### config.mk
export PLATFORM = sky130hd
export DESIGN_NAME = ams_ram
export DESIGN_NICKNAME = d
export VERILOG_FILES = /design/src/ams_ram.sv
export SDC_FILE = /design/constraint.sdc
export NUM_CORES = 2
export LEC_CHECK = 0
export BUFFER_PORTS_ARGS = -buffer_cell sky130_fd_sc_hd__buf_2
export CAP_MARGIN = 20
export CORE_ASPECT_RATIO = 1.1
export CORE_MARGIN = 2
export CORE_UTILIZATION = 35
export DETAILED_ROUTE_END_ITERATION = 10
export SETUP_SLACK_MARGIN = 0.3
export SLEW_MARGIN = 10
export SYNTH_ARGS = -nofsm -noshare
export SYNTH_HDL_FRONTEND = slang
export SYNTH_SLANG_ARGS = --single-unit
### constraint.sdc
create_clock -name aclk -period 6.45 [get_ports aclk]
set_input_delay 0.645 -clock aclk [delete_from_list [all_inputs] [get_ports aclk]]
set_output_delay 0.645 -clock aclk [all_outputs]
set_load 0.02 [all_outputs]
### src/ams_ram.sv
// Generic simple dual-port RAM: one write port, one read port, registered read.
// No dependencies.
`default_nettype none

module ams_ram #(
    parameter int WIDTH = 32,
    parameter int DEPTH = 128
) (
    input  wire logic                     aclk,
    input  wire logic                     we,
    input  wire logic [$clog2(DEPTH)-1:0] waddr,
    input  wire logic [WIDTH-1:0]         wdata,
    input  wire logic [$clog2(DEPTH)-1:0] raddr,
    output logic [WIDTH-1:0]              rdata
);

    logic [WIDTH-1:0] mem_reg [DEPTH];
    logic [WIDTH-1:0] rdata_reg;

    always_ff @(posedge aclk) begin
        if (we) begin
            mem_reg[waddr] <= wdata;
        end
        rdata_reg <= mem_reg[raddr];
    end

    assign rdata = rdata_reg;

endmodule

`default_nettype wire

==> impl_metrics.ini <==
[run_status]
outcome = finished clean

[drt]
drt-pass1-iter-count = 6
wl_per_cell_um = 33.3
top_layer_used = met5
wl_met1_um = 162000
drt_iter0_markers = 9756
drc_errors = 0
wl_met3_um = 38700
vias_per_cell = 5.54
postRouteAntennaNets = 0
dr_wl_met2_um = 211000
wl_um = 426000
vias = 70827

[clock_network]
clockBufferDepth = 4
cts-resized-gates = 0
cts.sinks = 4128
clockRootBuffer = clkbuf_16
post_cts_buffers = 0
insertion_delay_ps = 1000
numCtsBuffers = 415
htreeDepth = 5
cts_tree = built
ctsHoldBuffers = 0
path_clk_slew_ps = 60

[pwr]
finalPower_mw = 56.8
ir_drop_mv = 0.237
leakage_nw = 54.5
cellPowerDensity_nw_per_um2 = 315

[synth]
syn_inst = 5990
synthesis.area_um2 = 156000
yosysWarnings = 0
synth-seq-cells = 4128
ys_types = 17
syn_nets = 6038
yosysSeqAreaShare = 0.791
syn_avg_cell_area_um2 = 26.1

[worst_setup_path]
worstPathMaxFanout = 22
worst-r2r-cell-count = 4
cp.required_ps = 7100
endpoint = mem_reg[54][27]
critPathArrivalTime_ps = 4440
reg2reg_slack_ps = 3720
end_kind = flop
startpoint = waddr[5]
critPathKind = in -> reg
worstReg2RegEnd = rdata[7]
timing.rr.start = mem_reg[93][7]
worstSetupStartpointType = primary input

[sta]
hold_viol_final = 0
min_period_ps = 3790
slew_headroom = 0.126
clock-skew-final_ps = 63.6
setup-tns-final_ps = 0
worstMarginPinSlew_ps = 1310
fmax_ghz = 0.264
finalCritPeriodShare = 0.588
rsz0062_at_grt = false
setup_viol = 0
maxSlewViolCount = 0

[worst_hold_path]
min_path_type = in -> reg

[place]
placed_cells = 11971
routabilityCongestion = 0.818
dp_hpwl_um = 248000
place_area_um2 = 166000
port-buffer-count = 79

[global_routing]
track_usage = 0.186
grt_antenna_before_repair = 60
grt_max_degree = 97
grt_remaining_overflow = 0
grt_pass1_vias = 71859
grt_pass1_wl_um = 587000

[final_layout]
nNetsFinal = 6482
syn_to_final_growth_pct = 15.2
design_area_um2 = 180000
stdcell_count = 12796
drive_above_1_share = 0.360
fin_util = 0.405
largest_reg_flops = 4096

[floorplan]
core_um2 = 445000
rows = 257
chipHeight_um = 705
die-area_um2 = 452000
start_util = 0.351
die_width_um = 641
io_pins = 80

[run]
cap_viol_max_count = 0
## synthesized netlist by cell type
cell type | number | area share
dfxtp_1 | 32 | 0.0041
clkbuf_1 | 182 | 0.0044
buf_1 | 50 | 0.0012
buf_6 | 2 | 0.00014
or3_1 | 1 | 0.000040
nor3_1 | 9 | 0.00029
nand3_1 | 12 | 0.00038
nand2_1 | 14 | 0.00034
nor2b_1 | 7 | 0.00028
nand2b_1 | 2 | 0.000080
edfxtp_1 | 4096 | 0.79
nand4_1 | 3 | 0.00012
mux2_2 | 32 | 0.0023
nor2_1 | 122 | 0.0029
buf_2 | 79 | 0.0025
buf_4 | 3 | 0.00014
mux4_2 | 1344 | 0.19
## layer usage
layer	vias to the layer above	global-route usage
met4	8	0.0606
li1	27343	-
met5	-	0.000533
met1	39417	0.247
met2	3479	0.305
met3	580	0.0407
## worst min path at each step
stage / cells past startpoint / slack (ps) / startpoint / end
floorplan: 0 / 740 / wdata[0] / mem_reg[0][0]
global placement: 1 / 1060 / wdata[20] / mem_reg[24][20]
detailed placement: 1 / 1080 / wdata[20] / mem_reg[25][20]
CTS: 1 / 7 / wdata[20] / mem_reg[72][20]
global route: 1 / 50 / wdata[20] / mem_reg[72][20]
finish: 1 / 80 / wdata[20] / mem_reg[72][20]
## kinds of logic (layout without fill, tap and decap cells)
family                 count (synthesis)  count (layout)  synth area share
DFF                                 4128            4128             0.791
muxes                               1376            1376             0.196
buffers and inverters                316            1114           0.00839
and+or+nand+nor                      170             170           0.00446
other                                  0              51                 0
## cell type report
| type | count | area [um2] |
|---|---|---|
| fill | 38258 | 265000 |
| sequential | 4128 | 124000 |
| multi-input combinational | 1546 | 32300 |
| clock buffer | 525 | 11000 |
| tap | 5957 | 7450 |
| timing repair buffer | 343 | 3030 |
| clock inverter | 246 | 2550 |
| antenna | 51 | 128 |
## critical path, cell delays in order
cell and delay [ps]:
buf_2 450, nor2b_1 1080, nand2_1 840, nor2_4 990, buf_4 360
## per-stage QoR
step | hold WS, ps | worst slack (ps)
finish | 78.3 | 2660
global route | 48.2 | 2730
CTS | 6.91 | 2930
detailed placement | 1080 | 1910
global placement | 1060 | 1400
floorplan | 744 | 2570
## power by group
| group | switching [mW] | internal [mW] | total, mW |
|---|---|---|---|
| Combinational | 1.84 | 1.09 | 2.93 |
| Clock | 10.3 | 13.7 | 24.1 |
| Sequential | 0.142 | 29.6 | 29.8 |
## cells in the final DEF, fill, tap and decap left out, types with 51 or more instances in the layout
master     count
edfxtp_1    4096
clkinv_2      83
mux4_2      1344
clkbuf_16    417
buf_4        256
nor2_4       119
diode_2       51
clkbuf_1      94
clkinv_1      88
No activity file was read; power rests on OpenSTA's default activity.
