==> src/ams_pkg.sv <==
// Package for the accumulator machine step block: widths, codes and item types.
// No dependencies; imported by ams_seq, ams_alu, the top level and the checker.
`default_nettype none

package ams_pkg;

    localparam int DATA_W    = 32;
    localparam int ADDR_W    = 7;
    localparam int MEM_WORDS = 128;
    localparam int OPC_W     = 4;
    localparam int STEP_W    = $clog2(DATA_W);

    // Instruction opcodes; codes above OPC_HALT are illegal.
    localparam logic [OPC_W-1:0] OPC_LOAD  = OPC_W'(0);
    localparam logic [OPC_W-1:0] OPC_STORE = OPC_W'(1);
    localparam logic [OPC_W-1:0] OPC_ADD   = OPC_W'(2);
    localparam logic [OPC_W-1:0] OPC_MUL   = OPC_W'(3);
    localparam logic [OPC_W-1:0] OPC_DIV   = OPC_W'(4);
    localparam logic [OPC_W-1:0] OPC_SUB   = OPC_W'(5);
    localparam logic [OPC_W-1:0] OPC_JMP   = OPC_W'(6);
    localparam logic [OPC_W-1:0] OPC_JZ    = OPC_W'(7);
    localparam logic [OPC_W-1:0] OPC_JPOS  = OPC_W'(8);
    localparam logic [OPC_W-1:0] OPC_JNEG  = OPC_W'(9);
    localparam logic [OPC_W-1:0] OPC_PRINT = OPC_W'(10);
    localparam logic [OPC_W-1:0] OPC_INPUT = OPC_W'(11);
    localparam logic [OPC_W-1:0] OPC_HALT  = OPC_W'(12);

    typedef enum logic [1:0] {
        OPN_WRITE  = 2'd0,
        OPN_SET_PC = 2'd1,
        OPN_EXEC   = 2'd2,
        OPN_NONE   = 2'd3
    } operation_t;

    typedef enum logic [1:0] {
        ST_OK       = 2'd0,
        ST_HALTED   = 2'd1,
        ST_ILLEGAL  = 2'd2,
        ST_DIV_ZERO = 2'd3
    } status_t;

    typedef enum logic [2:0] {
        S_IDLE,
        S_FETCH,
        S_DECODE,
        S_EXEC,
        S_ALU,
        S_RESPOND
    } state_t;

    typedef struct packed {
        operation_t               operation;
        logic [ADDR_W-1:0]        address;
        logic [OPC_W-1:0]         opcode_in;
        logic signed [DATA_W-1:0] value;
    } in_item_t;

    typedef struct packed {
        logic [ADDR_W-1:0]        pc_now;
        logic signed [DATA_W-1:0] accumulator_now;
        logic signed [DATA_W-1:0] printed_value;
        logic                     print_valid;
        status_t                  status;
    } out_item_t;

    typedef struct packed {
        logic              opc_we;
        logic              opnd_we;
        logic [ADDR_W-1:0] waddr;
        logic [OPC_W-1:0]  opc_wdata;
        logic [DATA_W-1:0] opnd_wdata;
        logic [ADDR_W-1:0] raddr;
    } mem_req_t;

    typedef struct packed {
        logic start;
        logic is_div;
    } alu_req_t;

    typedef struct packed {
        logic              done;
        logic [DATA_W-1:0] result;
    } alu_rsp_t;

endpackage

`default_nettype wire

==> src/ams_seq.sv <==
// Sequencer of the accumulator machine: machine state, fetch, decode and execute.
// Depends on ams_pkg; drives the memories and the shared arithmetic unit.
`default_nettype none

module ams_seq (
    input  wire logic                       aclk,
    input  wire logic                       aresetn,
    input  wire logic                       s_valid,
    output logic                            s_ready,
    input  wire ams_pkg::in_item_t          s_item,
    output ams_pkg::mem_req_t               mem_req,
    input  wire logic [ams_pkg::OPC_W-1:0]  opc_rdata,
    input  wire logic [ams_pkg::DATA_W-1:0] opnd_rdata,
    output ams_pkg::alu_req_t               alu_req,
    output logic [ams_pkg::DATA_W-1:0]      alu_a,
    output logic [ams_pkg::DATA_W-1:0]      alu_b,
    input  wire ams_pkg::alu_rsp_t          alu_rsp,
    output logic                            rsp_valid,
    output ams_pkg::out_item_t              rsp_item,
    input  wire logic                       rsp_taken
);
    import ams_pkg::*;

    state_t            state_reg, state_next;
    logic [ADDR_W-1:0] pc_reg, pc_next;
    logic [DATA_W-1:0] acc_reg, acc_next;
    logic              halted_reg, halted_next;
    logic [OPC_W-1:0]  op_reg, op_next;
    logic [ADDR_W-1:0] ea_reg, ea_next;
    logic [DATA_W-1:0] value_reg, value_next;
    logic              print_reg, print_next;
    logic [DATA_W-1:0] shown_reg, shown_next;
    status_t           status_reg, status_next;
    logic [ADDR_W-1:0] pc_inc;

    assign pc_inc = pc_reg + ADDR_W'(1);

    always_comb begin
        state_next  = state_reg;
        pc_next     = pc_reg;
        acc_next    = acc_reg;
        halted_next = halted_reg;
        op_next     = op_reg;
        ea_next     = ea_reg;
        value_next  = value_reg;
        print_next  = print_reg;
        shown_next  = shown_reg;
        status_next = status_reg;

        mem_req            = '0;
        mem_req.waddr      = ea_reg;
        mem_req.opnd_wdata = acc_reg;
        mem_req.raddr      = ea_reg;
        alu_req            = '0;
        alu_a              = acc_reg;
        alu_b              = opnd_rdata;
        s_ready            = 1'b0;
        rsp_valid          = 1'b0;

        unique case (state_reg)
            S_IDLE: begin
                s_ready = 1'b1;
                if (s_valid) begin
                    value_next  = s_item.value;
                    print_next  = 1'b0;
                    shown_next  = '0;
                    status_next = ST_OK;
                    state_next  = S_RESPOND;
                    unique case (s_item.operation)
                        OPN_WRITE: begin
                            mem_req.opc_we     = 1'b1;
                            mem_req.opnd_we    = 1'b1;
                            mem_req.waddr      = s_item.address;
                            mem_req.opc_wdata  = s_item.opcode_in;
                            mem_req.opnd_wdata = s_item.value;
                        end
                        OPN_SET_PC: begin
                            pc_next     = s_item.address;
                            halted_next = 1'b0;
                        end
                        OPN_EXEC: begin
                            if (halted_reg) begin
                                status_next = ST_HALTED;
                            end else begin
                                state_next = S_FETCH;
                            end
                        end
                        OPN_NONE: begin
                        end
                    endcase
                end
            end
            S_FETCH: begin
                mem_req.raddr = pc_reg;
                state_next    = S_DECODE;
            end
            S_DECODE: begin
                // Word at the program counter is on the read ports now.
                op_next       = opc_rdata;
                ea_next       = opnd_rdata[ADDR_W-1:0];
                mem_req.raddr = opnd_rdata[ADDR_W-1:0];
                state_next    = S_EXEC;
            end
            S_EXEC: begin
                // Operand port now shows memory[ea].
                state_next = S_RESPOND;
                pc_next    = pc_inc;
                unique case (op_reg)
                    OPC_LOAD:  acc_next = opnd_rdata;
                    OPC_STORE: mem_req.opnd_we = 1'b1;
                    OPC_ADD:   acc_next = acc_reg + opnd_rdata;
                    OPC_SUB:   acc_next = acc_reg - opnd_rdata;
                    OPC_MUL: begin
                        pc_next       = pc_reg;
                        alu_req.start = 1'b1;
                        state_next    = S_ALU;
                    end
                    OPC_DIV: begin
                        pc_next = pc_reg;
                        if (opnd_rdata == '0) begin
                            status_next = ST_DIV_ZERO;
                        end else begin
                            alu_req.start  = 1'b1;
                            alu_req.is_div = 1'b1;
                            state_next     = S_ALU;
                        end
                    end
                    OPC_JMP:  pc_next = ea_reg;
                    OPC_JZ:   if (acc_reg == '0) pc_next = ea_reg;
                    OPC_JPOS: if (!acc_reg[DATA_W-1] && acc_reg != '0) pc_next = ea_reg;
                    OPC_JNEG: if (acc_reg[DATA_W-1]) pc_next = ea_reg;
                    OPC_PRINT: begin
                        print_next = 1'b1;
                        shown_next = opnd_rdata;
                    end
                    OPC_INPUT: begin
                        mem_req.opnd_we    = 1'b1;
                        mem_req.opnd_wdata = value_reg;
                    end
                    OPC_HALT: begin
                        pc_next     = pc_reg;
                        halted_next = 1'b1;
                        status_next = ST_HALTED;
                    end
                    default: begin
                        pc_next     = pc_reg;
                        status_next = ST_ILLEGAL;
                    end
                endcase
            end
            S_ALU: begin
                if (alu_rsp.done) begin
                    acc_next   = alu_rsp.result;
                    pc_next    = pc_inc;
                    state_next = S_RESPOND;
                end
            end
            S_RESPOND: begin
                rsp_valid = 1'b1;
                if (rsp_taken) begin
                    state_next = S_IDLE;
                end
            end
            default: begin
                state_next = S_IDLE;
            end
        endcase
    end

    always_ff @(posedge aclk) begin
        if (!aresetn) begin
            state_reg  <= S_IDLE;
            pc_reg     <= '0;
            acc_reg    <= '0;
            halted_reg <= 1'b0;
        end else begin
            state_reg  <= state_next;
            pc_reg     <= pc_next;
            acc_reg    <= acc_next;
            halted_reg <= halted_next;
        end
        op_reg     <= op_next;
        ea_reg     <= ea_next;
        value_reg  <= value_next;
        print_reg  <= print_next;
        shown_reg  <= shown_next;
        status_reg <= status_next;
    end

    always_comb begin
        rsp_item.pc_now          = pc_reg;
        rsp_item.accumulator_now = acc_reg;
        rsp_item.printed_value   = shown_reg;
        rsp_item.print_valid     = print_reg;
        rsp_item.status          = status_reg;
    end

endmodule

`default_nettype wire

==> config.mk <==
export PLATFORM = sky130hd
export DESIGN_NAME = ams_seq
export DESIGN_NICKNAME = d
export VERILOG_FILES = /design/src/ams_pkg.sv /design/src/ams_seq.sv
export SDC_FILE = /design/constraint.sdc
export NUM_CORES = 1
export LEC_CHECK = 0
export BUFFER_PORTS_ARGS = -buffer_cell sky130_fd_sc_hd__buf_2
export CAP_MARGIN = 15
export CORE_MARGIN = 10
export CORE_UTILIZATION = 40
export CTS_BUF_LIST = sky130_fd_sc_hd__clkbuf_4 sky130_fd_sc_hd__clkbuf_8
export DETAILED_ROUTE_END_ITERATION = 10
export PLACE_DENSITY = 0.65
export SYNTH_ARGS = -nofsm -noshare
export SYNTH_HDL_FRONTEND = slang
export SYNTH_SLANG_ARGS = --single-unit
==> constraint.sdc <==
create_clock -name aclk -period 3.9 [get_ports aclk]
set_input_delay 0.195 -clock aclk [delete_from_list [all_inputs] [get_ports aclk]]
set_output_delay 0.195 -clock aclk [all_outputs]
set_load 0.05 [all_outputs]
==> results.txt <==
status = complete, no violations
Worst Path Required = 4.28 ns
drt pass-1 iters = 6
PwrDens = 521 nW/um^2
final setup fails = 0
fin util = 0.520
period utilization = 0.945
grt ovf = 0
DRT antenna net count = 0
R2R depth = 15
Post-synth EDFFs = 78
H-tree Lvls = 4
first-pass GRT wire length = 52.0 mm
Post-Route Skew = 0.0161 ns
# port buffers = 311
peak per-stage delay on the critical path = 0.49 ns
reg-to-reg startpoint = op_reg[2]$_DFFE_PN_
share of layout cells above drive strength 1 = 0.328
Worst setup EP type = flop
initial core utilization = 0.404
Synth Instances = 1021
RSZ-0062 raised after global routing = no
yosys warns = 0
Buf+Inv Stages, Crit Path = 2
Worst Tran Pin Value = 1.03 ns
drt first-iter violations = 835
die area = 28200 sq um
ys flop type = edfxtp_1
Synth cell types = 71
Clock transition at path regs = 0.08 ns
worst rel slew slack = 0.315
Hold Path Cell Cnt = 3
DP Wirelength = 25.7 mm
width of the die = 168 microns
die height = 168 microns
Final Hold Vio Count = 0
DRC = 0
Most Frequent Cell on Critical Path = a21oi_1
clk_lat worst skew = 0.45 ns
Routed WL = 34.3 mm
Slowest-stage cell, CP = edfxtp_1
Synth area leaders = edfxtp_1 (27%), dfxtp_1 (9.8%), nand2_1 (6.6%)
Placed Cells incl. Taps = 1552
CTS root buf = clkbuf_8
family with the most delay on the worst path = compound AO/OA/AOI/OAI gates
CP Max Fanout = 7
row count = 54
pin count of the biggest net entering global routing = 48
crit-path cells = inv_1, nor2_2, nand2_1, buf_4, mux2i_1, fa_1, a21oi_1, nand4b_1, a21oi_1, o31a_1, a2111o_1, nand4_2, o21ai_1, mux2_4, a21oi_2
wire length per cell = 21.1 microns
# Max-Cap Violations = 0
Seq/Total Area, Yosys = 0.366
Yosys top cell by area = edfxtp_1
antenna violations before repair = 1
via count = 9023
Hold Crit Start = alu_rsp[2]
setup slack, reg-to-reg = 0.21 ns
Max VDD drop = 0.224 mV
clk sinks = 121
pre-CTS WS = -0.0118 ns
post-synth top area share = 0.267
RR Endpoint = alu_a[28]$_SDFFE_PN0P_
asr flop ratio synth = 0
vias in the first global route = 8918
min-delay worst type = input port to flop
critical path arrival = 4.07 ns
Avg Vias per Cell = 5.56
Final Non-Filler Cells = 1624
gr usage total = 0.230
CTS tree = done
total leakage power = 5.25 nW
Pins Over Slew Limit = 0
Net Count, Synth = 1173
fmax = 271 MHz
final worst slack = 0.214 ns
Mapped Area = 8760 sq um
final worst path period need = 3.69 ns
Final Net Count = 1482
Critical Path Start Type = flop
Layout Area Growth over Synthesis = 28.6%
Setup CP Type = flop to flop
hold path endpoint = alu_a[2]$_SDFFE_PN0P_
clk buf depth = 2
CTS Buf Count = 17
Syn Area/Cell = 8.58 sq um
#FFs+latches synth = 121
I/O pin total = 312
Core Box Area = 21700 sq um
GPL Wtd Cong = 0.974
==> per-stage QoR <==
stage	instance area, sq um	hold slack (ns)	setup TNS (ns)	total power [mW]
after floorplan	8760	0.294	0	3.97
after global placement	10500	0.374	0	4.71
after detailed placement	10500	0.374	-0.0118	4.74
after CTS	11200	0.0139	0	5.87
after global routing	11300	0.0225	0	6.17
final	11300	0.0331	0	5.87
==> what timing repair did <==
action	in CTS	in global routing
hold buffers	36	0
resized for setup	0	4
hold endpoints to repair	36	0
setup endpoints to repair	0	4
buffers inserted	0	2
==> worst min-delay path: stages <==
cell	delay (ns)
buf_2	0.09
nand2_1	0.06
a311oi_1	0.08
==> cells in the mapped netlist (all sizes together), types with 10 or more instances <==
library cell and number:
a21o 20, nand2b 10, nor4 13, o21ai 63, nand2 155, nor3 22
edfxtp 78, a21oi 71, a22oi 41, xor2 38, nand4 10, nor2b 12
nor2 56, ha 33, and2 40, dfxtp 43, o211ai 26, inv 16
buf 71, xnor2 23, clkbuf 51, nand3 17
==> power breakdown <==
part	switching, mW	internal [mW]	total (mW)
clock	0.592	0.512	1.10
sequential	0.212	1.61	1.83
combinational	2.13	0.816	2.94
==> cell families (layout without fill, tap and decap cells) <==
family,count (synthesis),in the layout,share of synthesized area
AO/OA/AOI/OAI,291,291,0.220
AND/OR/NAND/NOR,360,360,0.197
flip-flops,121,121,0.366
multiplexers,16,16,0.0198
buffers and inverters,138,460,0.0872
other,0,1,0
XOR/XNOR,61,61,0.0610
adder cells (fa/ha/maj),34,34,0.0494
==> placed cells by master (no fill, tap or decap), types with 36 or more instances in the layout <==
cell and count:
nand2_1 155, edfxtp_1 78, dlygate4sd3_1 36, buf_2 311, buf_4 62, and2_1 40, a21oi_1 67, xor2_1 38
o21ai_0 61, a22oi_1 41, dfxtp_1 43, nor2_1 53
==> metal layers <==
layer	wire length, microns	track usage
met5	0	0
met4	601	0.0647
met3	2690	0.0549
met2	16000	0.368
met1	15000	0.302
==> how the worst max path moves through the flow <==
stage,startpoint,end,slack [ns],cells after the start
final,op_reg[2]$_DFFE_PN_,alu_a[28]$_SDFFE_PN0P_,0.21,15
after global routing,op_reg[1]$_DFFE_PN_,alu_a[27]$_SDFFE_PN0P_,0.0009,17
after CTS,op_reg[1]$_DFFE_PN_,alu_a[27]$_SDFFE_PN0P_,0.07,16
after detailed placement,opnd_rdata[4],alu_a[27]$_SDFFE_PN0P_,-0.01,19
after global placement,opnd_rdata[4],alu_a[27]$_SDFFE_PN0P_,0.01,19
after floorplan,state_reg[0]$_SDFFE_PN0P_,print_reg$_DFFE_PP_,0.009,6
==> cell type report <==
cell class                 count  area (sq um)
antenna                        1          2.50
clock buffer                  18           241
clock inverter                14           125
fill                        2044         10400
inverter                      16          60.1
multi-input combinational    762          4840
sequential                   121          3200
tap                          280           350
timing repair buffer         412          2440
(Power assumes the default switching activity.)
