<file path="src/ams_pkg.sv">
// Package for the accumulator machine step block: widths, codes and item types.
// No dependencies; imported by ams_seq, ams_alu, the top level and the checker.
`default_nettype none

package ams_pkg;

    localparam int DATA_W    = 32;
    localparam int ADDR_W    = 7;
    localparam int MEM_WORDS = 128;
    localparam int OPC_W     = 4;
    localparam int STEP_W    = $clog2(DATA_W);

    // Instruction opcodes; codes above OPC_HALT are illegal.
    localparam logic [OPC_W-1:0] OPC_LOAD  = OPC_W'(0);
    localparam logic [OPC_W-1:0] OPC_STORE = OPC_W'(1);
    localparam logic [OPC_W-1:0] OPC_ADD   = OPC_W'(2);
    localparam logic [OPC_W-1:0] OPC_MUL   = OPC_W'(3);
    localparam logic [OPC_W-1:0] OPC_DIV   = OPC_W'(4);
    localparam logic [OPC_W-1:0] OPC_SUB   = OPC_W'(5);
    localparam logic [OPC_W-1:0] OPC_JMP   = OPC_W'(6);
    localparam logic [OPC_W-1:0] OPC_JZ    = OPC_W'(7);
    localparam logic [OPC_W-1:0] OPC_JPOS  = OPC_W'(8);
    localparam logic [OPC_W-1:0] OPC_JNEG  = OPC_W'(9);
    localparam logic [OPC_W-1:0] OPC_PRINT = OPC_W'(10);
    localparam logic [OPC_W-1:0] OPC_INPUT = OPC_W'(11);
    localparam logic [OPC_W-1:0] OPC_HALT  = OPC_W'(12);

    typedef enum logic [1:0] {
        OPN_WRITE  = 2'd0,
        OPN_SET_PC = 2'd1,
        OPN_EXEC   = 2'd2,
        OPN_NONE   = 2'd3
    } operation_t;

    typedef enum logic [1:0] {
        ST_OK       = 2'd0,
        ST_HALTED   = 2'd1,
        ST_ILLEGAL  = 2'd2,
        ST_DIV_ZERO = 2'd3
    } status_t;

    typedef enum logic [2:0] {
        S_IDLE,
        S_FETCH,
        S_DECODE,
        S_EXEC,
        S_ALU,
        S_RESPOND
    } state_t;

    typedef struct packed {
        operation_t               operation;
        logic [ADDR_W-1:0]        address;
        logic [OPC_W-1:0]         opcode_in;
        logic signed [DATA_W-1:0] value;
    } in_item_t;

    typedef struct packed {
        logic [ADDR_W-1:0]        pc_now;
        logic signed [DATA_W-1:0] accumulator_now;
        logic signed [DATA_W-1:0] printed_value;
        logic                     print_valid;
        status_t                  status;
    } out_item_t;

    typedef struct packed {
        logic              opc_we;
        logic              opnd_we;
        logic [ADDR_W-1:0] waddr;
        logic [OPC_W-1:0]  opc_wdata;
        logic [DATA_W-1:0] opnd_wdata;
        logic [ADDR_W-1:0] raddr;
    } mem_req_t;

    typedef struct packed {
        logic start;
        logic is_div;
    } alu_req_t;

    typedef struct packed {
        logic              done;
        logic [DATA_W-1:0] result;
    } alu_rsp_t;

endpackage

`default_nettype wire

</file>
<file path="src/ams_alu.sv">
// Iterative multiply and signed divide unit, one bit per cycle.
// Depends on ams_pkg.
`default_nettype none

module ams_alu (
    input  wire logic                      aclk,
    input  wire logic                      aresetn,
    input  wire ams_pkg::alu_req_t         req,
    input  wire logic [ams_pkg::DATA_W-1:0] a,
    input  wire logic [ams_pkg::DATA_W-1:0] b,
    output ams_pkg::alu_rsp_t              rsp
);
    import ams_pkg::*;

    logic              busy_reg, busy_next;
    logic              done_reg, done_next;
    logic              div_reg, div_next;
    logic              neg_reg, neg_next;
    logic [STEP_W-1:0] cnt_reg, cnt_next;
    // a_reg: multiplier or dividend/quotient; b_reg: multiplicand or divisor;
    // p_reg: product or partial remainder.
    logic [DATA_W-1:0] a_reg, a_next;
    logic [DATA_W-1:0] b_reg, b_next;
    logic [DATA_W-1:0] p_reg, p_next;
    logic [DATA_W:0]   rem_sh;
    logic [DATA_W+1:0] diff;

    always_comb begin
        busy_next = busy_reg;
        done_next = 1'b0;
        div_next  = div_reg;
        neg_next  = neg_reg;
        cnt_next  = cnt_reg;
        a_next    = a_reg;
        b_next    = b_reg;
        p_next    = p_reg;
        rem_sh    = {p_reg, a_reg[DATA_W-1]};
        diff      = {1'b0, rem_sh} - {2'b00, b_reg};

        if (req.start) begin
            busy_next = 1'b1;
            div_next  = req.is_div;
            cnt_next  = '0;
            p_next    = '0;
            if (req.is_div) begin
                a_next   = a[DATA_W-1] ? -a : a;
                b_next   = b[DATA_W-1] ? -b : b;
                neg_next = a[DATA_W-1] ^ b[DATA_W-1];
            end else begin
                a_next   = a;
                b_next   = b;
                neg_next = 1'b0;
            end
        end else if (busy_reg) begin
            if (div_reg) begin
                if (!diff[DATA_W+1]) begin
                    p_next = diff[DATA_W-1:0];
                    a_next = {a_reg[DATA_W-2:0], 1'b1};
                end else begin
                    p_next = rem_sh[DATA_W-1:0];
                    a_next = {a_reg[DATA_W-2:0], 1'b0};
                end
            end else begin
                if (a_reg[0]) begin
                    p_next = p_reg + b_reg;
                end
                a_next = a_reg >> 1;
                b_next = b_reg << 1;
            end
            cnt_next = cnt_reg + STEP_W'(1);
            if (cnt_reg == STEP_W'(DATA_W - 1)) begin
                busy_next = 1'b0;
                done_next = 1'b1;
            end
        end
    end

    always_ff @(posedge aclk) begin
        if (!aresetn) begin
            busy_reg <= 1'b0;
            done_reg <= 1'b0;
        end else begin
            busy_reg <= busy_next;
            done_reg <= done_next;
        end
        div_reg <= div_next;
        neg_reg <= neg_next;
        cnt_reg <= cnt_next;
        a_reg   <= a_next;
        b_reg   <= b_next;
        p_reg   <= p_next;
    end

    always_comb begin
        rsp.done = done_reg;
        if (!div_reg) begin
            rsp.result = p_reg;
        end else if (neg_reg) begin
            rsp.result = -a_reg;
        end else begin
            rsp.result = a_reg;
        end
    end

endmodule

`default_nettype wire

</file>
<file path="config.mk">
export PLATFORM = sky130hd
export DESIGN_NAME = ams_alu
export DESIGN_NICKNAME = d
export VERILOG_FILES = /design/src/ams_pkg.sv /design/src/ams_alu.sv
export SDC_FILE = /design/constraint.sdc
export NUM_CORES = 1
export LEC_CHECK = 0
export BUFFER_PORTS_ARGS = -buffer_cell sky130_fd_sc_hd__buf_2
export CAP_MARGIN = 20
export CORE_MARGIN = 1
export CORE_UTILIZATION = 35
export CTS_CLUSTER_DIAMETER = 120
export DETAILED_ROUTE_END_ITERATION = 10
export GPL_ROUTABILITY_DRIVEN = 0
export HOLD_SLACK_MARGIN = 0.1
export PLACE_DENSITY_LB_ADDON = 0.15
export SLEW_MARGIN = 15
export SYNTH_ARGS = -nofsm -noshare
export SYNTH_HDL_FRONTEND = slang
export SYNTH_SLANG_ARGS = --single-unit
</file>
<file path="constraint.sdc">
create_clock -name aclk -period 3.4 [get_ports aclk]
set_clock_uncertainty 0.05 [all_clocks]
set_input_delay 0.17 -clock aclk [delete_from_list [all_inputs] [get_ports aclk]]
set_output_delay 0.17 -clock aclk [all_outputs]
set_load 0.005 [all_outputs]
</file>
==> results of run 1 <==
-- final cells by class --
cell class,instances,area share (%)
sequential,105,22.67
timing repair buffer,160,8.255
multi-input combinational,1103,60.55
inverter,59,1.817
clock inverter,7,0.8522
clock buffer,9,1.848
tap,390,4.004
-- timing repair --
| action | 4_1_cts | 5_1_grt |
|---|---|---|
| setup buffers | 11 | 7 |
| hold endpoints to repair | 2 | 0 |
| pin swaps | 3 | 8 |
| gates cloned | 0 | 0 |
| hold buffers | 1 | 0 |
| setup endpoints to repair | 8 | 15 |
| gates resized for setup | 7 | 16 |
-- metal layers --
| layer | GRT usage, % | wire length (um) |
|---|---|---|
| met1 | 28.34 | 15360 |
| met3 | 3.024 | 1350 |
| met4 | 5.109 | 602 |
| met5 | 0 | 8 |
| met2 | 37.45 | 16400 |
-- cells by family (layout without fill, tap and decap cells) --
| logic type | after synthesis | in the layout | synth area share (%) |
|---|---|---|---|
| AOI/OAI and AO/OA | 427 | 427 | 25.87 |
| xor gates and xnor gates | 143 | 143 | 11.93 |
| adders and majority gates | 70 | 70 | 8.485 |
| buffers and inverters | 135 | 235 | 4.874 |
| DFF | 105 | 105 | 26.31 |
| muxes | 35 | 35 | 3.337 |
| and+or+nand+nor | 428 | 428 | 19.19 |
-- worst min-delay path by stage --
stage	start	to
after global placement	aresetn	busy_reg
final	req[0]	div_reg
after CTS	req[0]	div_reg
after floorplan	req[0]	div_reg
after global routing	req[0]	div_reg
after detailed placement	aresetn	busy_reg
-- power by group --
part           total, mW  switching (mW)  internal (mW)
combinational       2.24            1.30          0.938
sequential          1.74           0.213           1.53
clock               1.20           0.549          0.655
-- worst max-delay path, stage by stage, from the launching register on --
cell      delay, ns
edfxtp_1       0.46
nor4_4         0.31
buf_4          0.16
nand3_2        0.10
or4_4          0.44
or3_4          0.36
inv_2          0.08
nand2_4        0.07
o41ai_2        0.34
xor2_1         0.19
a21oi_1        0.10
buf_2          0.17
-- metrics by stage --
| stage | setup WS [ns] | std cells | util [%] | TNS [ns] |
|---|---|---|---|---|
| 4_1_cts | -0.03123 | 1826 | 40.73 | -0.1085 |
| 3_3_place_gp | 0.2416 | 1798 | 39.13 | 0 |
| 3_5_place_dp | 0.1806 | 1798 | 39.13 | 0 |
| 5_1_grt | -0.1151 | 1833 | 41.23 | -0.4694 |
| 2_1_floorplan | 0.4409 | 1343 | - | 0 |
| 6_report | 0.009092 | 1833 | 41.23 | 0 |
-- cells in the final DEF (no fill, tap or decap), drive strengths merged, types with 10 or more instances in the layout --
cell / synthesis / final
a211oi: 23 / 23
a21o: 18 / 18
a21oi: 156 / 156
a221oi: 24 / 24
a311oi: 10 / 10
a31oi: 11 / 11
and2: 15 / 15
and3: 15 / 15
buf: 8 / 159
dfxtp: 39 / 39
edfxtp: 66 / 66
ha: 68 / 68
inv: 59 / 60
mux2i: 35 / 35
nand2: 113 / 113
nand2b: 11 / 11
nand3: 19 / 19
nand4: 15 / 15
nor2: 156 / 156
nor3: 30 / 30
nor4: 16 / 16
o21ai: 104 / 104
o31ai: 17 / 17
o41ai: 11 / 11
xnor2: 70 / 70
xor2: 73 / 73
==> reports/summary.txt, run 1 <==
status = completed
Peak supply drop = 0.0002918 V
most frequent cell after synthesis = nor2_1
Die X = 175.2 um
Placed Instance Area = 0.01157 mm^2
RSZ-0062 raised after global routing = yes
Ys Warns = 0
Avg Synthesized Cell Area = 7.817 um^2
worst-path fanout max = 5
starting density of the core = 35.52%
largest net degree at the start of global routing = 85
CP Capture Point = rsp[29]
Final period util = 99.73%
total power = 5.184 mW
CP required = 3.18 ns
Distinct cells, synth = 79
post-synthesis cell count = 1343
Achievable Freq = 294.9 MHz
prevailing post-synth register cell = edfxtp_1
top cells by count, synth = 156 x nor2_1, 155 x a21oi_1, 113 x nand2_1, 88 x o21ai_0, 73 x xor2_1
CTS Root Cell = clkbuf_16
IO Count = 101
Worst Reg2Reg Path Length in Cells = 10
leak pwr = 5.149 nW
area of the multi-input gates = 0.007380 mm^2
DRC Markers = 0
Crit Reg-Reg Endpoint = p_reg[31]
FF+latch count, synth = 105
area leader, netlist = edfxtp_1
Vias/cell = 5.640
pwr dens = 425.3 mW/mm^2
Syn Nets = 1481
initial antenna violation count = 1
Slew @ Worst Pin = 1.182 ns
kind of critical path = reg -> out
Clk Latency, worst-skew pair = 0.37 ns
site row count = 63
CP Capture Type = output pin
chip height = 175.2 um
Slew Limit Fails = 0
Rel. slew slack = 21.21%
final hold slack = 0.1147 ns
antenna-violating nets left = 0
Worst Setup SP = a_reg[6]
core area = 0.02956 mm^2
Clock transition at path regs = 0.08 ns
global-route wire length before repair = 52.41 mm
R2R setup slack = 0.18 ns
Num CTS Buffers = 9
Routed WL per cell = 18.40 um
Die Area = 0.03069 mm^2
Arr. time, crit path = 3.17 ns
sequential fraction of the synthesis area = 26.31%
TritonCTS Sinks = 105
Post-synth EDFFs = 66
ANT cells = 0
FFs w/ async S/R, synth = 0%
MaxCap Viol Count = 0
H-tree depth = 3
worst r2r src = b_reg[6]
HPWL Detailed = 25.98 mm
area grow syn2layout = 16.08%
Hold Vio Cnt, Final = 0
grt total ovfl = 0
final wirelength = 33.73 mm
Worst setup SP type = flip-flop
via total after detailed routing = 10338
Total GRT Usage = 21.68%
share of layout cells above drive strength 1 = 15.04%
sequential cell area = 0.002763 mm^2
final setup fails = 0
CTS tree = built
Worst Hold Class = in -> reg
Fill cells = 3130
top cells by area, synth = edfxtp_1 19%, ha_1 8.1%, dfxtp_1 7.4%, a21oi_1 7.4%, xor2_1 6.1%
minimum clock period = 3.391 ns
final standard cell area without fillers = 0.01219 mm^2
area fraction of the dominant cell type after synthesis = 18.88%
nets@finish = 1576
input/output buffers = 100
synthesized area = 0.01050 mm^2
initial drt markers = 725
TritonRoute pass-1 iters = 5
vias in the first global route = 9673
CTS Buffer Depth = 2
WHS Path Cells = 1
(Power assumes the default switching activity.)
==> run 2, diff against run 1 <==
--- a/config.mk
+++ b/config.mk
@@ -10,4 +10,5 @@
 export CORE_MARGIN = 1
 export CORE_UTILIZATION = 35
+export CTS_BUF_LIST = sky130_fd_sc_hd__clkbuf_8 sky130_fd_sc_hd__clkbuf_16
 export CTS_CLUSTER_DIAMETER = 120
 export DETAILED_ROUTE_END_ITERATION = 10
--- a/constraint.sdc
+++ b/constraint.sdc
@@ -3,3 +3,3 @@
 set_input_delay 0.17 -clock aclk [delete_from_list [all_inputs] [get_ports aclk]]
 set_output_delay 0.17 -clock aclk [all_outputs]
-set_load 0.005 [all_outputs]
+set_load 0.1 [all_outputs]
==> run 2 against run 1 <==
The run now ends with negative setup slack left. Combinational power up 25%. Via count down 1.1%. Critical path depth down 1. Non-clock buffer count down 18. Sequential power about the same. Worst hold slack worse by 0.0085 ns. Register-to-register slack about the same. Design area up 0.55%. Core utilization up 0.23 points. Sequential share of layout area down 0.13 points. Die area unchanged. Critical path type unchanged. Largest cell class unchanged. Largest power group unchanged. Highest routed layer is now met4.
==> reports/summary.txt, run 2 (synthesized netlist as in run 1, its figures left out) <==
status = finished, violations left
WHS Path Cells = 1
Peak supply drop = 0.0005043 V
final setup fails = 3
MaxCap Viol Count = 0
CTS tree = built
Non-Filler Instances = 1815
ANT cells = 0
leak pwr = 5.076 nW
grt total ovfl = 0
Worst Reg2Reg Path Length in Cells = 10
initial antenna violation count = 0
R2R setup slack = 0.17 ns
core area = 0.02956 mm^2
most frequent cells in the layout = 156 x nor2_1, 139 x a21oi_1, 112 x nand2_1, 88 x o21ai_0, 87 x buf_2
Hold Vio Cnt, Final = 0
RSZ-0062 raised after global routing = yes
input/output buffers = 100
CP required = 3.18 ns
Final Worst Setup Slack = -0.04383 ns
IO Count = 101
via total after detailed routing = 10227
CTS Root Cell = clkbuf_16
Crit Reg-Reg Endpoint = p_reg[31]
critical path's slowest cell = edfxtp_1
H-tree depth = 3
worst-path fanout max = 4
Arr. time, crit path = 3.22 ns
crit-path cells = nor4_4 -> nand2b_1 -> nand2b_4 -> or4_4 -> or3_4 -> nand2b_4 -> o31ai_4 -> xor2_2 -> a21oi_4 -> buf_12
kind of critical path = reg -> out
largest net degree at the start of global routing = 68
starting density of the core = 35.52%
CP Capture Type = output pin
Slew Limit Fails = 0
global-route wire length before repair = 53.92 mm
min-delay src = req[0]
Vias/cell = 5.635
DRC Markers = 0
WHS Endpoint = div_reg
Final period util = 101.3%
CTS Buffer Depth = 2
Slew @ Worst Pin = 0.8636 ns
largest stage delay on the critical path = 0.44 ns
Most Frequent Cell on Critical Path = nand2b_4
commonest non-fill, non-tap cell in the layout = nor2_1
site row count = 63
Achievable Freq = 290.4 MHz
Clk Latency, worst-skew pair = 0.37 ns
placed cells = 1786
Total GRT Usage = 22.10%
final hold slack = 0.1062 ns
violated checks = negative setup slack
share of layout cells above drive strength 1 = 15.23%
vias in the first global route = 9925
worst r2r src = b_reg[6]
Die Area = 0.03069 mm^2
Rel. slew slack = 42.29%
Num CTS Buffers = 9
initial drt markers = 781
Routed WL per cell = 18.49 um
Worst setup SP type = flip-flop
Clock transition at path regs = 0.08 ns
TritonCTS Sinks = 105
minimum clock period = 3.444 ns
nets@finish = 1558
chip height = 175.2 um
area grow syn2layout = 16.72%
Worst Hold Class = in -> reg
final wirelength = 33.56 mm
HPWL Detailed = 25.53 mm
antenna-violating nets left = 0
Die X = 175.2 um
pwr dens = 459.7 mW/mm^2
TritonRoute pass-1 iters = 5
Fill cells = 3006
[run 2: changes by cell type in the layout (fill, tap and decap cells not counted), sizes merged]
cell / delta
clkinv: -1
buf: -19
bufinv: -2
dlygate4sd3: +1
inv: +2
clkinvlp: +1
[run 2: final cells by class]
type / count / area (um^2) / area share, %
Inverter: 59 / 221.5 / 1.807
Multi-Input combinational cell: 1103 / 7466 / 60.92
Timing Repair Buffer: 142 / 1028 / 8.393
Clock inverter: 7 / 62.56 / 0.5105
Clock buffer: 9 / 225.2 / 1.838
Tap cell: 390 / 488.0 / 3.982
Sequential cell: 105 / 2763 / 22.54
[run 2: through the flow]
step                      setup TNS, ns  utilization (%)  cell area (um^2)  total power [mW]  setup WS [ns]
after floorplan                -0.05862                -             10570             3.712       -0.05862
after global placement                0            39.61             11710             4.498         0.2146
after detailed placement              0            39.61             11710             4.497         0.1597
final                          -0.06187            41.46             12250             5.633       -0.04383
after CTS                       -0.1448            41.27             12200             5.614       -0.04805
after global routing            -0.8284            41.46             12250             5.951        -0.1455
[run 2: repair_timing]
| action | in CTS | in global routing |
|---|---|---|
| setup buffers | 11 | 0 |
| endpoints found under the hold margin | 3 | 0 |
| gates resized for setup | 16 | 10 |
| endpoints found under the setup margin | 8 | 17 |
| pin swaps | 8 | 3 |
| hold buffers | 2 | 0 |
[run 2: per-layer routing]
layer	track usage, %	part of all wire (%)	wire (um)
met5	0	0	0
met4	8.225	2.9	958
met3	2.219	4.1	1379
met2	36.29	46	15340
met1	29.86	47	15880
[run 2: where the power goes]
| group | switching, mW | leakage (nW) | internal (mW) |
|---|---|---|---|
| Combinational | 1.81 | 3.96 | 0.993 |
| Sequential | 0.224 | 0.980 | 1.53 |
| Clock | 0.563 | 0.132 | 0.513 |
| Total | 2.60 | 5.08 | 3.03 |
[run 2: worst max-delay path by stage]
| stage | start | cells past startpoint | end | slack, ns |
|---|---|---|---|---|
| 2_1_floorplan | a_reg[0] | 11 | rsp[26] | -0.06 |
| 3_3_place_gp | a_reg[1] | 12 | rsp[28] | 0.21 |
| 3_5_place_dp | a_reg[5] | 10 | rsp[28] | 0.16 |
| 4_1_cts | a_reg[3] | 10 | rsp[26] | -0.05 |
| 5_1_grt | a_reg[3] | 10 | rsp[26] | -0.15 |
| 6_report | a_reg[3] | 10 | rsp[28] | -0.04 |
[run 2: critical path: cells and delay by family (launching register included)]
kind | cells | cell delay, ns
buf+inv | 1 | 0.19
compound gates | 2 | 0.45
simple gates | 6 | 1.65
xor+xnor | 1 | 0.12
flops | 1 | 0.44
==> run 3, diff against run 2 <==
REMOVE_ABC_BUFFERS = 1   (was unset)
==> run 3 against run 2 <==
The run still ends with negative setup slack left. Via count decreased by 1.1%. Critical path depth increased by 2. Global-route usage decreased by 0.25 points. Combinational power about the same. Count of clock-buffer cells in the layout increased by 1. Routed wire length decreased by 0.59%. Total power increased by 0.80%. Clock power increased by 4%. Sequential share of layout area decreased by 0.21 points. First-iteration DRC count increased by 4.0%. Die area unchanged. Largest power group unchanged. Highest routed layer unchanged.
==> reports/summary.txt, run 3 (synthesized netlist as in run 1, its figures left out) <==
status = finished, violations left
violated checks = negative setup slack
Clock transition at path regs = 0.08 ns
met1 WL = 15.93 mm
CTS Buffer Depth = 2
pwr dens = 459.0 mW/mm^2
min-delay src = b[5]
initial drt markers = 812
vias in the first global route = 9664
critical path's slowest cell = edfxtp_1
Worst Reg2Reg Path Length in Cells = 10
MaxCap Viol Count = 0
Worst setup SP type = flip-flop
Vias/cell = 5.542
global-route wire length before repair = 53.32 mm
CTS tree = built
area grow syn2layout = 17.83%
IO Count = 101
Crit Reg-Reg Endpoint = p_reg[31]
final setup fails = 4
via total after detailed routing = 10115
final hold slack = 0.1648 ns
H-tree depth = 3
DRC Markers = 0
commonest non-fill, non-tap cell in the layout = nor2_1
final wirelength = 33.36 mm
ANT cells = 0
Rel. slew slack = 32.27%
final standard cell area without fillers = 0.01237 mm^2
met3 wire len = 1.247 mm
initial antenna violation count = 0
Total GRT Usage = 21.85%
nets@finish = 1568
Final period util = 101.5%
TritonCTS Sinks = 105
most frequent cells in the layout = 156 x nor2_1, 144 x a21oi_1, 112 x nand2_1, 88 x o21ai_0, 85 x buf_2
largest stage delay on the critical path = 0.43 ns
WHS Endpoint = b_reg[5]
WHS Path Cells = 3
Arr. time, crit path = 3.23 ns
antenna-violating nets left = 0
chip height = 175.2 um
RSZ-0062 raised after global routing = yes
Slew Limit Fails = 0
core area = 0.02956 mm^2
Num CTS Buffers = 9
Placed Instance Area = 0.01171 mm^2
Peak supply drop = 0.0003918 V
Hold Vio Cnt, Final = 0
Achievable Freq = 289.9 MHz
Die X = 175.2 um
WL met2 = 15.20 mm
CTS Root Cell = clkbuf_16
Die Area = 0.03069 mm^2
Worst Hold Class = in -> reg
CP Capture Type = output pin
crit-path cells = inv_1 -> ha_1 -> nand2b_1 -> nand2b_1 -> nand2b_4 -> or4_4 -> or3_4 -> nand2b_4 -> o41ai_4 -> xor2_1 -> a21oi_2 -> buf_12
leak pwr = 5.180 nW
kind of critical path = reg -> out
Routed WL per cell = 18.28 um
R2R setup slack = 0.16 ns
TritonRoute pass-1 iters = 5
CP required = 3.18 ns
input/output buffers = 100
worst r2r src = b_reg[6]
Clk Latency, worst-skew pair = 0.37 ns
share of layout cells above drive strength 1 = 15.12%
worst-path fanout max = 4
largest net degree at the start of global routing = 167
grt total ovfl = 0
HPWL Detailed = 25.33 mm
highest routed metal layer = met4
Slew @ Worst Pin = 1.014 ns
minimum clock period = 3.450 ns
site row count = 63
starting density of the core = 35.52%
Final Worst Setup Slack = -0.04954 ns
run 3: cell count changes in the layout (fill, tap and decap cells not counted), moves of 2 or more:
cell           previous run  this run
a21oi_1                 139       144
a21oi_2                  15        12
a21oi_4                   2         0
buf_12                   14        16
buf_2                    87        85
buf_4                    39        46
clkinvlp_4                3         0
dlygate4sd3_1             2         4
inv_2                     2         0
o31ai_2                   3         1
xor2_1                   71        73
xor2_2                    2         0
run 3: final cells by class:
| cell class | count | area (um^2) |
|---|---|---|
| Fill cell | 3020 | 17190 |
| Multi-Input combinational cell | 1103 | 7448 |
| Sequential cell | 105 | 2763 |
| Timing Repair Buffer | 152 | 1139 |
| Tap cell | 390 | 488.0 |
| Clock buffer | 10 | 250.2 |
| Inverter | 59 | 224.0 |
| Clock inverter | 6 | 58.81 |
run 3: power breakdown:
group          internal [mW]  leakage [nW]  total, mW  switching, mW
clock network          0.559         0.153       1.12          0.559
logic                   1.01          4.05       2.82           1.82
registers               1.53         0.980       1.74          0.213
run 3: critical path, delay by kind of cell (launching register included):
kind / cells / cell delay (ns)
AO/OA/AOI/OAI: 2 / 0.44
XOR/XNOR: 1 / 0.12
adder cells (fa/ha/maj): 1 / 0.15
buffers and inverters: 2 / 0.27
flip-flops: 1 / 0.43
AND/OR/NAND/NOR: 6 / 1.43
run 3: layer usage:
metal  up-vias  GRT usage (%)
met5         -              0
met4         0          7.572
met3        40          2.198
met2       259          34.90
met1      4739          30.53
li1       5077              -
run 3: how the worst max path moves through the flow:
stage	start	endpoint	slack (ns)	depth (start not counted)
after global routing	a_reg[1]	rsp[26]	-0.21	12
final	a_reg[1]	rsp[26]	-0.05	12
after global placement	a_reg[0]	rsp[26]	0.20	12
after detailed placement	a_reg[0]	rsp[26]	0.16	12
after floorplan	div_reg	p_reg[24]	-1.24	4
after CTS	a_reg[1]	rsp[26]	-0.07	12
run 3: what timing repair did:
action	CTS	global route
endpoints found under the hold margin	5	0
setup buffers	5	7
setup endpoints to repair	10	28
pin swaps	4	11
gates resized for setup	13	28
hold buffers	4	0
run 3: per-stage QoR:
step / instances / util [%] / setup WS, ns / power, mW / TNS, ns
CTS: 1818 / 41.17 / -0.07364 / 5.649 / -0.4263
global route: 1825 / 41.85 / -0.2122 / 6.013 / -1.213
finish: 1825 / 41.85 / -0.04954 / 5.678 / -0.09943
detailed placement: 1793 / 39.61 / 0.1560 / 4.489 / 0
global placement: 1793 / 39.61 / 0.2035 / 4.489 / 0
floorplan: 1267 / - / -1.235 / 3.646 / -111.27
